## config.mk

```make
export PLATFORM = sky130hd
export DESIGN_NAME = led_blink_pattern_sequencer_unit
export DESIGN_NICKNAME = d
export VERILOG_FILES = /design/src/hw/rtl/lbps_pkg.sv /design/src/hw/rtl/lbps_cfg_regs.sv /design/src/hw/rtl/lbps_step_core.sv /design/src/hw/rtl/led_blink_pattern_sequencer_unit.sv
export SDC_FILE = /design/constraint.sdc
export NUM_CORES = 1
export LEC_CHECK = 0
export BUFFER_PORTS_ARGS = -buffer_cell sky130_fd_sc_hd__buf_2
export CAP_MARGIN = 0
export CORE_ASPECT_RATIO = 1.1
export CORE_MARGIN = 10
export CORE_UTILIZATION = 50
export CTS_CLUSTER_DIAMETER = 200
export DETAILED_ROUTE_END_ITERATION = 7
export PLACE_DENSITY = 0.65
export SYNTH_ARGS = -nofsm -noshare
export SYNTH_HDL_FRONTEND = slang
export SYNTH_SLANG_ARGS = --single-unit
```

## constraint.sdc

```tcl
create_clock -name clk -period 19.6 [get_ports clk]
set_input_delay 0.98 -clock clk [delete_from_list [all_inputs] [get_ports clk]]
set_output_delay 0.98 -clock clk [all_outputs]
set_load 0.02 [all_outputs]
```

## src/hw/rtl/lbps_pkg.sv

```systemverilog
package lbps_pkg;

  localparam int NUM_REGS     = 8;
  localparam int NUM_PATTERNS = 11;
  localparam int MAX_STEPS    = 19;
  localparam int DUR_W        = 24;
  localparam int TIME_W       = 32;
  localparam int SEL_W        = 4;
  localparam int POS_W        = 5;
  localparam int REG_IDX_W    = $clog2(NUM_REGS);
  localparam int ROW_W        = $clog2(NUM_PATTERNS);

  localparam logic [SEL_W-1:0] OFF_CODE          = SEL_W'(10);
  localparam logic [DUR_W-1:0] SEARCH_GAP_MS     = DUR_W'(900);
  localparam logic [3:0]       KIND_SEARCH       = 4'd8;

  // Duration kinds 0..7 name a configuration register
  localparam logic [3:0] KIND_TINY_FLASH  = 4'd0;
  localparam logic [3:0] KIND_TINY_GAP    = 4'd1;
  localparam logic [3:0] KIND_SHORT_FLASH = 4'd2;
  localparam logic [3:0] KIND_SHORT_GAP   = 4'd3;
  localparam logic [3:0] KIND_MED_FLASH   = 4'd4;
  localparam logic [3:0] KIND_MED_GAP     = 4'd5;
  localparam logic [3:0] KIND_LONG_FLASH  = 4'd6;
  localparam logic [3:0] KIND_SEPARATOR   = 4'd7;

  typedef logic [NUM_REGS-1:0][DUR_W-1:0] dur_set_t;

  typedef struct packed {
    logic       lvl;
    logic [3:0] kind;
  } step_t;

  typedef struct packed {
    logic             led_on;
    logic             led_changed;
    logic [POS_W-1:0] step_pos;
  } result_t;

  localparam dur_set_t CFG_RESET = {
    DUR_W'(2000), DUR_W'(800), DUR_W'(500), DUR_W'(500),
    DUR_W'(200),  DUR_W'(200), DUR_W'(100), DUR_W'(100)
  };

  localparam step_t TF  = '{lvl: 1'b1, kind: KIND_TINY_FLASH};
  localparam step_t TG  = '{lvl: 1'b0, kind: KIND_TINY_GAP};
  localparam step_t SF  = '{lvl: 1'b1, kind: KIND_SHORT_FLASH};
  localparam step_t SG  = '{lvl: 1'b0, kind: KIND_SHORT_GAP};
  localparam step_t MF  = '{lvl: 1'b1, kind: KIND_MED_FLASH};
  localparam step_t MG  = '{lvl: 1'b0, kind: KIND_MED_GAP};
  localparam step_t LF  = '{lvl: 1'b1, kind: KIND_LONG_FLASH};
  localparam step_t SPO = '{lvl: 1'b0, kind: KIND_SEPARATOR};
  localparam step_t SPN = '{lvl: 1'b1, kind: KIND_SEPARATOR};
  localparam step_t SRG = '{lvl: 1'b0, kind: KIND_SEARCH};

  localparam logic [POS_W-1:0] PAT_LEN [NUM_PATTERNS] = '{
    5'd2, 5'd2, 5'd2, 5'd1, 5'd6, 5'd2, 5'd11, 5'd13, 5'd9, 5'd19, 5'd1
  };

  // Entries past a pattern's length are never read
  localparam step_t PAT_TAB [NUM_PATTERNS][MAX_STEPS] = '{
    '{MF, MG, SPO, SPO, SPO, SPO, SPO, SPO, SPO, SPO,
      SPO, SPO, SPO, SPO, SPO, SPO, SPO, SPO, SPO},
    '{TF, SRG, SPO, SPO, SPO, SPO, SPO, SPO, SPO, SPO,
      SPO, SPO, SPO, SPO, SPO, SPO, SPO, SPO, SPO},
    '{LF, SG, SPO, SPO, SPO, SPO, SPO, SPO, SPO, SPO,
      SPO, SPO, SPO, SPO, SPO, SPO, SPO, SPO, SPO},
    '{SPN, SPO, SPO, SPO, SPO, SPO, SPO, SPO, SPO, SPO,
      SPO, SPO, SPO, SPO, SPO, SPO, SPO, SPO, SPO},
    '{LF, TG, TF, TG, TF, SPO, SPO, SPO, SPO, SPO,
      SPO, SPO, SPO, SPO, SPO, SPO, SPO, SPO, SPO},
    '{SF, SG, SPO, SPO, SPO, SPO, SPO, SPO, SPO, SPO,
      SPO, SPO, SPO, SPO, SPO, SPO, SPO, SPO, SPO},
    '{SF, SG, SF, SG, SF, SG, TF, TG, TF, TG,
      SPO, SPO, SPO, SPO, SPO, SPO, SPO, SPO, SPO},
    '{SF, SG, SF, SG, SF, SG, TF, TG, TF, TG,
      TF, TG, SPO, SPO, SPO, SPO, SPO, SPO, SPO},
    '{SF, SG, SF, SG, SF, SG, TF, TG, SPO, SPO,
      SPO, SPO, SPO, SPO, SPO, SPO, SPO, SPO, SPO},
    '{SF, SG, SF, SG, SF, SG, LF, SG, LF, SG,
      LF, SG, SF, SG, SF, SG, SF, SG, SPO},
    '{SPO, SPO, SPO, SPO, SPO, SPO, SPO, SPO, SPO, SPO,
      SPO, SPO, SPO, SPO, SPO, SPO, SPO, SPO, SPO}
  };

  // Codes above the last pattern fall back to the off pattern
  function automatic logic [ROW_W-1:0] pat_row(input logic [SEL_W-1:0] code);
    logic [ROW_W-1:0] row;
    row = (code < SEL_W'(NUM_PATTERNS)) ? ROW_W'(code) : ROW_W'(OFF_CODE);
    return row;
  endfunction

  function automatic logic [DUR_W-1:0] step_dur(input step_t st, input dur_set_t durs);
    logic [DUR_W-1:0] d;
    d = (st.kind < 4'(NUM_REGS)) ? durs[st.kind[REG_IDX_W-1:0]] : SEARCH_GAP_MS;
    return d;
  endfunction

endpackage

```

## src/hw/rtl/lbps_cfg_regs.sv

```systemverilog
module lbps_cfg_regs (
  input  logic                           clk,
  input  logic                           rst_n,
  input  logic                           cfg_we,
  input  logic [lbps_pkg::REG_IDX_W-1:0] cfg_index,
  input  logic [lbps_pkg::DUR_W-1:0]     cfg_wdata,
  output lbps_pkg::dur_set_t             durs
);
  import lbps_pkg::*;

  dur_set_t durs_r;

  always_ff @(posedge clk) begin
    if (!rst_n) begin
      durs_r <= CFG_RESET;
    end else if (cfg_we) begin
      durs_r[cfg_index] <= cfg_wdata;
    end
  end

  assign durs = durs_r;

endmodule

```

## src/hw/rtl/lbps_step_core.sv

```systemverilog
module lbps_step_core (
  input  logic                        clk,
  input  logic                        rst_n,
  input  logic                        fire,
  input  logic [lbps_pkg::TIME_W-1:0] now,
  input  logic [lbps_pkg::SEL_W-1:0]  code,
  input  lbps_pkg::dur_set_t          durs,
  output lbps_pkg::result_t           res
);
  import lbps_pkg::*;

  logic [SEL_W-1:0]  prev_code_r, prev_code_nxt;
  logic [POS_W-1:0]  step_cnt_r,  step_cnt_nxt;
  logic [TIME_W-1:0] start_r,     start_nxt;
  logic              led_r,       led_nxt;

  logic [ROW_W-1:0]  row;
  logic [POS_W-1:0]  len;
  logic              restart;
  logic [POS_W-1:0]  cnt0;
  logic [POS_W:0]    cnt_inc;
  logic [TIME_W-1:0] start0;
  logic [TIME_W-1:0] elapsed;
  step_t             step0;
  step_t             step1;
  logic              adv;

  always_comb begin
    row     = pat_row(code);
    len     = PAT_LEN[row];
    restart = (code != prev_code_r);
    cnt0    = restart ? '0 : step_cnt_r;
    if (cnt0 >= len) begin
      cnt0 = '0;
    end
    start0  = restart ? now : start_r;
    step0   = PAT_TAB[row][cnt0];
    elapsed = now - start0;
    adv     = (elapsed >= TIME_W'(step_dur(step0, durs)));
    cnt_inc = {1'b0, cnt0} + (POS_W+1)'(1);

    step_cnt_nxt = cnt0;
    start_nxt    = start0;
    if (adv) begin
      // wrap to the first step after the last one
      step_cnt_nxt = (cnt_inc >= {1'b0, len}) ? '0 : cnt_inc[POS_W-1:0];
      start_nxt    = now;
    end
    step1         = PAT_TAB[row][step_cnt_nxt];
    led_nxt       = step1.lvl;
    prev_code_nxt = code;

    res.led_on      = led_nxt;
    res.led_changed = (led_nxt != led_r);
    res.step_pos    = step_cnt_nxt;
  end

  always_ff @(posedge clk) begin
    if (!rst_n) begin
      prev_code_r <= OFF_CODE;
      step_cnt_r  <= '0;
      start_r     <= '0;
      led_r       <= 1'b0;
    end else if (fire) begin
      prev_code_r <= prev_code_nxt;
      step_cnt_r  <= step_cnt_nxt;
      start_r     <= start_nxt;
      led_r       <= led_nxt;
    end
  end

endmodule

```

## src/hw/rtl/led_blink_pattern_sequencer_unit.sv

```systemverilog
// LED blink pattern sequencer. Each input transfer is one update tick with a
// millisecond timestamp and a pattern code; each tick gives exactly one result
// with the LED level, a changed flag and the step index in the active pattern.
// A tick is registered on entry, evaluated combinationally against the
// sequencer state and the pattern table, and held in an output register; a
// new tick is taken every cycle while the output side does not stall. Step
// durations come from eight 24-bit millisecond registers on the cfg port;
// write them only while idle.
module led_blink_pattern_sequencer_unit (
  input  logic                           clk,
  input  logic                           rst_n,
  input  logic                           in_tvalid,
  output logic                           in_tready,
  input  logic [39:0]                    in_tdata,   // current_time_ms, pattern_select, pad
  output logic                           out_tvalid,
  input  logic                           out_tready,
  output logic [7:0]                     out_tdata,  // led_on, led_changed, step_position, pad
  input  logic                           cfg_we,
  input  logic [lbps_pkg::REG_IDX_W-1:0] cfg_index,
  input  logic [lbps_pkg::DUR_W-1:0]     cfg_wdata
);
  import lbps_pkg::*;

  logic              in_vld_r;
  logic [TIME_W-1:0] in_time_r;
  logic [SEL_W-1:0]  in_sel_r;
  logic              out_vld_r;
  result_t           out_res_r;
  logic              advance;
  logic              fire;
  dur_set_t          durs;
  result_t           res;

  assign advance   = !out_vld_r || out_tready;
  assign fire      = in_vld_r && advance;
  assign in_tready = !in_vld_r || advance;

  lbps_cfg_regs u_cfg (
    .clk       (clk),
    .rst_n     (rst_n),
    .cfg_we    (cfg_we),
    .cfg_index (cfg_index),
    .cfg_wdata (cfg_wdata),
    .durs      (durs)
  );

  lbps_step_core u_core (
    .clk   (clk),
    .rst_n (rst_n),
    .fire  (fire),
    .now   (in_time_r),
    .code  (in_sel_r),
    .durs  (durs),
    .res   (res)
  );

  always_ff @(posedge clk) begin
    if (!rst_n) begin
      in_vld_r <= 1'b0;
    end else if (in_tready) begin
      in_vld_r <= in_tvalid;
    end
  end

  always_ff @(posedge clk) begin
    if (in_tvalid && in_tready) begin
      in_time_r <= in_tdata[TIME_W-1:0];
      in_sel_r  <= in_tdata[TIME_W+SEL_W-1:TIME_W];
    end
  end

  always_ff @(posedge clk) begin
    if (!rst_n) begin
      out_vld_r <= 1'b0;
    end else if (advance) begin
      out_vld_r <= in_vld_r;
    end
  end

  // hold the result until the transfer completes
  always_ff @(posedge clk) begin
    if (fire) begin
      out_res_r <= res;
    end
  end

  assign out_tvalid = out_vld_r;
  assign out_tdata  = {1'b0, out_res_r.step_pos, out_res_r.led_changed, out_res_r.led_on};

  a_tick_enters : assert property (@(posedge clk) disable iff (!rst_n)
    (in_tvalid && in_tready) |=> in_vld_r)
    else $error("accepted tick not held in input register");

  a_result_follows : assert property (@(posedge clk) disable iff (!rst_n)
    fire |=> out_vld_r)
    else $error("evaluated tick did not produce a result");

  a_pos_in_range : assert property (@(posedge clk) disable iff (!rst_n)
    out_vld_r |-> (out_res_r.step_pos < POS_W'(MAX_STEPS)))
    else $error("step index beyond longest pattern");

  a_stall_holds_input : assert property (@(posedge clk) disable iff (!rst_n)
    (in_vld_r && !advance) |=> (in_vld_r && $stable(in_time_r) && $stable(in_sel_r)))
    else $error("stalled tick lost from input register");

endmodule

```

==> flow_summary.json, run 1 <==
{
  "status": "completed",
  "ys_types": 78,
  "grt_pass1_wl_mm": 67.74,
  "io_buffers": 76,
  "cpMostUsedCell": "nand2_1",
  "yosysTopAreaCell": "dfxtp_1",
  "total_power_w": 0.001431,
  "gr-total-overflow": 0,
  "drv_cap": 0,
  "path_class": "reg -> reg",
  "worstSetupStartpointType": "flop",
  "dr.pass1.iters": 5,
  "critPathRequiredTime_ns": 20.07,
  "ys.flop_type": "dfxtp_1",
  "cts_resized": 0,
  "synth_xor_area_share_pct": 1.918,
  "dp_slack_ns": 9.096,
  "stdcell_count": 2285,
  "synthesis.area_um2": 15520,
  "cp_max_fo": 63,
  "fin_ws_ns": 8.893,
  "final.setup.tns_ns": 0,
  "yosys_warnings": 0,
  "worst_ep_arrival_time_ns": 11.18,
  "clk_path_buf_depth": 3,
  "drtAntennaViolNets": 0,
  "ys_seq_area_share_pct": 38.75,
  "synth_compound_area_share_pct": 20.03,
  "finClkSkew_ns": 0.01842,
  "grt_pass1_vias": 12391,
  "globalplace.congestion": 0.9078,
  "endpoint_kind": "flop",
  "finalHoldViolations": 0,
  "final_common_cell": "nand2_1",
  "finalSetupViolations": 0,
  "synth_cells": 1851,
  "min_period_over_period_pct": 54.63,
  "tightest_slew_ns": 1.169,
  "irDropWorstVdd_mv": 0.05734,
  "grt_max_degree": 132,
  "grt_usage_pct": 21.27,
  "final_area_um2": 16940,
  "final_cell_mix": "519 x nand2_1, 236 x dfxtp_1, 164 x a21boi_0",
  "coreArea_um2": 30510,
  "via_count": 12961,
  "chipWidth_um": 188.0,
  "drt_iter0_markers": 958,
  "dpl-instance-area_um2": 15980,
  "min_period_ns": 10.71,
  "ys_top_cells_by_area": "dfxtp_1 30%, nand2_1 13%, edfxtp_1 8.3%, mux2i_1 8.1%, a21boi_0 7.9%",
  "min_path_type": "reg -> reg",
  "rsz0062_at_grt": "false",
  "pin_count": 82,
  "cts.sinks": 279,
  "post_cts_buffers": 0,
  "synth_top_area_share_pct": 30.43,
  "synth_top_family_by_area": "compound AO/OA/AOI/OAI gates",
  "slew_headroom_pct": 22.05,
  "cts_tree": "done",
  "slowest_stage": "buf_4",
  "synthMuxAreaShare_pct": 8.495,
  "syn-num-nets": 1997,
  "fmax_ghz": 0.09339,
  "synthArstFlopShare_pct": 0,
  "yosys.area_share.adder_pct": 6.012,
  "cts_buffers": 30,
  "routed_wl_mm": 41.77,
  "ctsHoldBuffers": 0,
  "rows": 67,
  "power.leakage_nw": 6.714,
  "wl_per_cell_um": 18.28,
  "synth-seq-cells": 279,
  "synth-edff-count": 43,
  "die_height_um": 204.8,
  "antenna_found_initial": 4,
  "clk_latency_ns": 0.56,
  "power_per_cell_area_nw_per_um2": 84.46,
  "initial_core_util_pct": 50.88,
  "synth-simple-area-share_pct": 19.86,
  "fillers": 2851,
  "layout-drive-gt1-share_pct": 9.519,
  "dp_hpwl_mm": 26.51,
  "clk_pin_slew_worst_paths_ns": 0.06,
  "slowest_delay_ns": 0.87,
  "synth_area_per_cell_um2": 8.387,
  "avgViaCountPerCell": 5.672,
  "nNetsFinal": 1995,
  "cts_root_buf": "clkbuf_16",
  "die_area_um2": 38510,
  "dp_cells": 2231,
  "area_growth_pct": 9.131,
  "maxSlewViolCount": 0,
  "htree_levels": 1,
  "drc": 0
}
==> metrics by stage <==
stage                     util, %  hold slack, ns
after detailed placement    52.37          0.4463
after floorplan                 -          0.4328
final                       55.52          0.4512
after CTS                   55.52          0.4544
after global routing        55.52          0.4782
after global placement      52.37          0.4393
==> critical path, delay by kind of cell (launching register included) <==
| family | cells | cell delay, ns |
|---|---|---|
| fa+ha+maj | 3 | 0.87 |
| mux | 1 | 0.28 |
| simple gates | 10 | 2.16 |
| flops | 1 | 0.76 |
| buf+inv | 4 | 1.84 |
| compound gates | 17 | 4.62 |
==> state kept, by name, summed over array words and instances (netlist names) <==
name and cells:
u_cfg.durs 192, in_time_r 32, u_core.start_r 32, out_tdata 7
u_core.step_cnt_r 5, in_sel_r 4, u_core.prev_code_r 4, in_vld_r 1
out_tvalid 1, u_core.led_r 1
==> worst paths after layout <==
| path | startpoint | end | slack, ns | cells after the start |
|---|---|---|---|---|
| hold reg to reg | u_core.start_r[30] | u_core.start_r[30] | 0.45 | 2 |
| hold / removal | u_core.start_r[30] | u_core.start_r[30] | 0.45 | 2 |
| setup reg to reg | in_sel_r[3] | u_core.start_r[9] | 8.89 | 35 |
| setup / recovery | in_sel_r[3] | u_core.start_r[9] | 8.89 | 35 |
==> area by class of cell <==
class	instances	area (um^2)	share of cell area, %
multi-input cells	1414	8786	51.86
flip-flops and latches	279	6016	35.51
clock buffers	47	877.1	5.177
repair buffers	102	578.1	3.412
well taps	414	518.0	3.057
clock inverters	6	82.58	0.4874
inverters	22	82.58	0.4874
diodes	1	2.502	0.01477
==> synth_stat cells, drive strengths merged (3+ instances only) <==
| library cell | n |
|---|---|
| nand2 | 520 |
| dfxtp | 236 |
| a21boi | 194 |
| mux2i | 125 |
| clkbuf | 98 |
| nor2 | 79 |
| ha | 73 |
| a21oi | 59 |
| nand3 | 49 |
| edfxtp | 43 |
| o22ai | 41 |
| buf | 38 |
| o21ai | 37 |
| xnor2 | 23 |
| inv | 22 |
| a21o | 17 |
| nor3 | 16 |
| nor2b | 14 |
| a31oi | 12 |
| nand4 | 12 |
| o211ai | 12 |
| a211oi | 11 |
| nand2b | 11 |
| xor2 | 11 |
| a211o | 9 |
| and3 | 9 |
| o21a | 9 |
| and2 | 7 |
| mux2 | 6 |
| nor4 | 6 |
| nor3b | 5 |
| o21bai | 4 |
| o221ai | 4 |
| a221oi | 3 |
| a22oi | 3 |
| nand3b | 3 |
| nand4b | 3 |
| or2 | 3 |
==> power by group <==
group / internal (W) / leakage [nW] / switching, W / total, W
clock network: 0.000331 / 0.469 / 0.000225 / 0.000556
registers: 0.000602 / 2.34 / 0.0000143 / 0.000616
logic: 0.000101 / 3.91 / 0.000158 / 0.000259
==> logic make-up after synthesis <==
kind of cell / count (synthesis)
buffers and inverters: 158
other: 1
adders and majority gates: 74
and+or+nand+nor: 739
DFF: 279
xor gates and xnor gates: 34
AOI/OAI and AO/OA: 435
muxes: 131
==> metal layers <==
metal / GRT usage [%] / wire, um / part of all wire [%]
met5: 0 / 46 / 0.11
met2: 35.26 / 19120 / 46
met4: 4.202 / 578 / 1.4
met3: 2.942 / 1966 / 4.7
met1: 29.03 / 20060 / 48
(Power assumes the default switching activity.)
==> run 2, diff against run 1 <==
ABC_AREA = 1   (was unset)
clock period = 10.85 ns   (was 19.6 ns; I/O delays follow)
==> flow_summary.json, run 2 <==
{
  "finalHoldViolations": 0,
  "synth_top_family_by_area": "simple AND/OR/NAND/NOR gates",
  "gr-total-overflow": 0,
  "yosysTopAreaCell": "dfxtp_1",
  "irDropWorstVdd_mv": 0.1338,
  "grt_pass1_vias": 14770,
  "fin_util_pct": 55.69,
  "synth-simple-area-share_pct": 29.77,
  "clk_latency_ns": 0.59,
  "clk_pin_slew_worst_paths_ns": 0.06,
  "slew_headroom_pct": 18.86,
  "min_period_ns": 8.580,
  "slowest_stage": "inv_2",
  "status": "completed",
  "drc": 0,
  "finalSetupViolations": 0,
  "ys_top_cells_by_area": "dfxtp_1 29%, nand2_1 14%, nand3_1 8.3%, edfxtp_1 7.9%, inv_1 7.3%",
  "cts_buffers": 31,
  "critPathRequiredTime_ns": 11.19,
  "syn-num-nets": 2603,
  "ys_seq_area_share_pct": 36.68,
  "dp_hpwl_mm": 30.87,
  "yosys.area_share.adder_pct": 5.691,
  "yosys_warnings": 0,
  "cts_tree": "done",
  "ys.flop_type": "dfxtp_1",
  "chipWidth_um": 192.7,
  "fmax_ghz": 0.1166,
  "layout-drive-gt1-share_pct": 7.974,
  "final_common_cell": "nand2_1",
  "antenna_found_initial": 4,
  "cpMostUsedCell": "nand2_1",
  "synth_top_area_share_pct": 28.81,
  "drt_iter0_markers": 1070,
  "cts_root_buf": "clkbuf_16",
  "nNetsFinal": 2606,
  "synth_cells": 2457,
  "die_height_um": 210.0,
  "synth-edff-count": 43,
  "min_path_type": "in -> reg",
  "area_growth_pct": 9.925,
  "maxSlewViolCount": 0,
  "routed_wl_mm": 47.59,
  "synth_xor_area_share_pct": 1.282,
  "via_count": 15528,
  "synthTopCellsByCount": "619 x nand2_1, 318 x inv_1, 272 x nand3_1",
  "synth-seq-cells": 279,
  "worst_ep_arrival_time_ns": 8.91,
  "synth_compound_area_share_pct": 15.52,
  "synthArstFlopShare_pct": 0,
  "min_period_over_period_pct": 79.07,
  "cts.sinks": 279,
  "io_buffers": 76,
  "rows": 69,
  "cp_max_fo": 46,
  "post_cts_buffers": 0,
  "dp_slack_ns": 2.342,
  "die_area_um2": 40450,
  "path_class": "reg -> reg",
  "coreArea_um2": 32370,
  "cts_resized": 0,
  "globalplace.congestion": 0.9180,
  "power_per_cell_area_nw_per_um2": 159.1,
  "drtAntennaViolNets": 0,
  "endpoint_kind": "flop",
  "synth.most_common_cell": "nand2_1",
  "ys_types": 47,
  "final.setup.tns_ns": 0,
  "avgViaCountPerCell": 5.336,
  "grt_usage_pct": 23.06,
  "synthesis.area_um2": 16400,
  "drv_cap": 0,
  "worstSetupStartpointType": "flop",
  "pin_count": 82,
  "initial_core_util_pct": 50.66,
  "regToRegSetupSlack_ns": 2.27,
  "clk_path_buf_depth": 3,
  "finClkSkew_ns": 0.01229,
  "final_cell_mix": "619 x nand2_1, 318 x inv_1, 272 x nand3_1",
  "holdWs_ns": 0.1300,
  "grt_pass1_wl_mm": 76.93,
  "wl_per_cell_um": 16.35,
  "power.leakage_nw": 8.681,
  "ctsHoldBuffers": 0,
  "htree_levels": 1,
  "synthMuxAreaShare_pct": 0,
  "grt_max_degree": 118,
  "tightest_slew_ns": 1.214,
  "synth_area_per_cell_um2": 6.675,
  "rsz0062_at_grt": "false",
  "largest_reg_flops": 192,
  "slowest_delay_ns": 0.76,
  "dr.pass1.iters": 6,
  "fin_ws_ns": 2.270
}
==> run 2: changes by cell type after synthesis, moves of 22 or more <==
cell and change:
nand2_1 +100, a21oi_1 +134, a21boi_0 -164, nand3b_1 +22
o21ai_0 +184, inv_1 +298, a21boi_1 -30, nor2_1 +129
o22ai_1 -41, nand3_1 +223, mux2i_1 -125
==> run 2: worst max-delay path: cells and delay by family (launching register included) <==
kind                       cells  cell delay, ns
and+or+nand+nor               36            3.40
buffers and inverters          8            2.22
AOI/OAI and AO/OA              7            1.38
adders and majority gates      3            0.82
DFF                            1            0.45
==> run 2: layer usage <==
layer	vias up	GRT usage (%)	wire (um)
met4	6	6.688	1121
li1	7950	-	-
met3	92	3.303	2897
met1	7067	30.63	21250
met5	-	0	31
met2	413	38.06	22290
==> run 2: final timing paths <==
| check | from | endpoint | depth (start not counted) |
|---|---|---|---|
| max | in_sel_r[2] | out_tdata[1] | 54 |
| min | in_tdata[22] | in_time_r[22] | 1 |
| min reg2reg | u_cfg.durs[113] | u_cfg.durs[113] | 2 |
| max reg2reg | in_sel_r[2] | out_tdata[1] | 54 |
==> run 2: report_power, final <==
part           leakage, nW  internal (W)  switching, W
Sequential            2.34       0.00110     0.0000202
Clock                0.523      0.000644      0.000434
Combinational         5.82      0.000223      0.000451
==> run 2: per-stage QoR <==
stage | total power, W | cells | cell area [um^2]
floorplan | 0.001625 | 2457 | 16400
global placement | 0.001794 | 2853 | 16970
detailed placement | 0.001808 | 2853 | 16970
CTS | 0.002893 | 2909 | 18030
global route | 0.003032 | 2909 | 18030
finish | 0.002868 | 2910 | 18030
==> run 2: final cells by class <==
type,instances,area [um^2]
multi-input combinational,1718,8612
timing repair buffer,99,568.0
sequential,279,6016
antenna,1,2.502
inverter,331,1242
tap,426,533.0
clock buffer,49,987.2
fill,3179,14350
clock inverter,7,67.56
==> run 2: kinds of logic after synthesis <==
group           after synthesis
other cells                   1
flops                       279
simple gates               1155
fa+ha+maj                    74
buf+inv                     460
xor+xnor                     24
compound gates              464
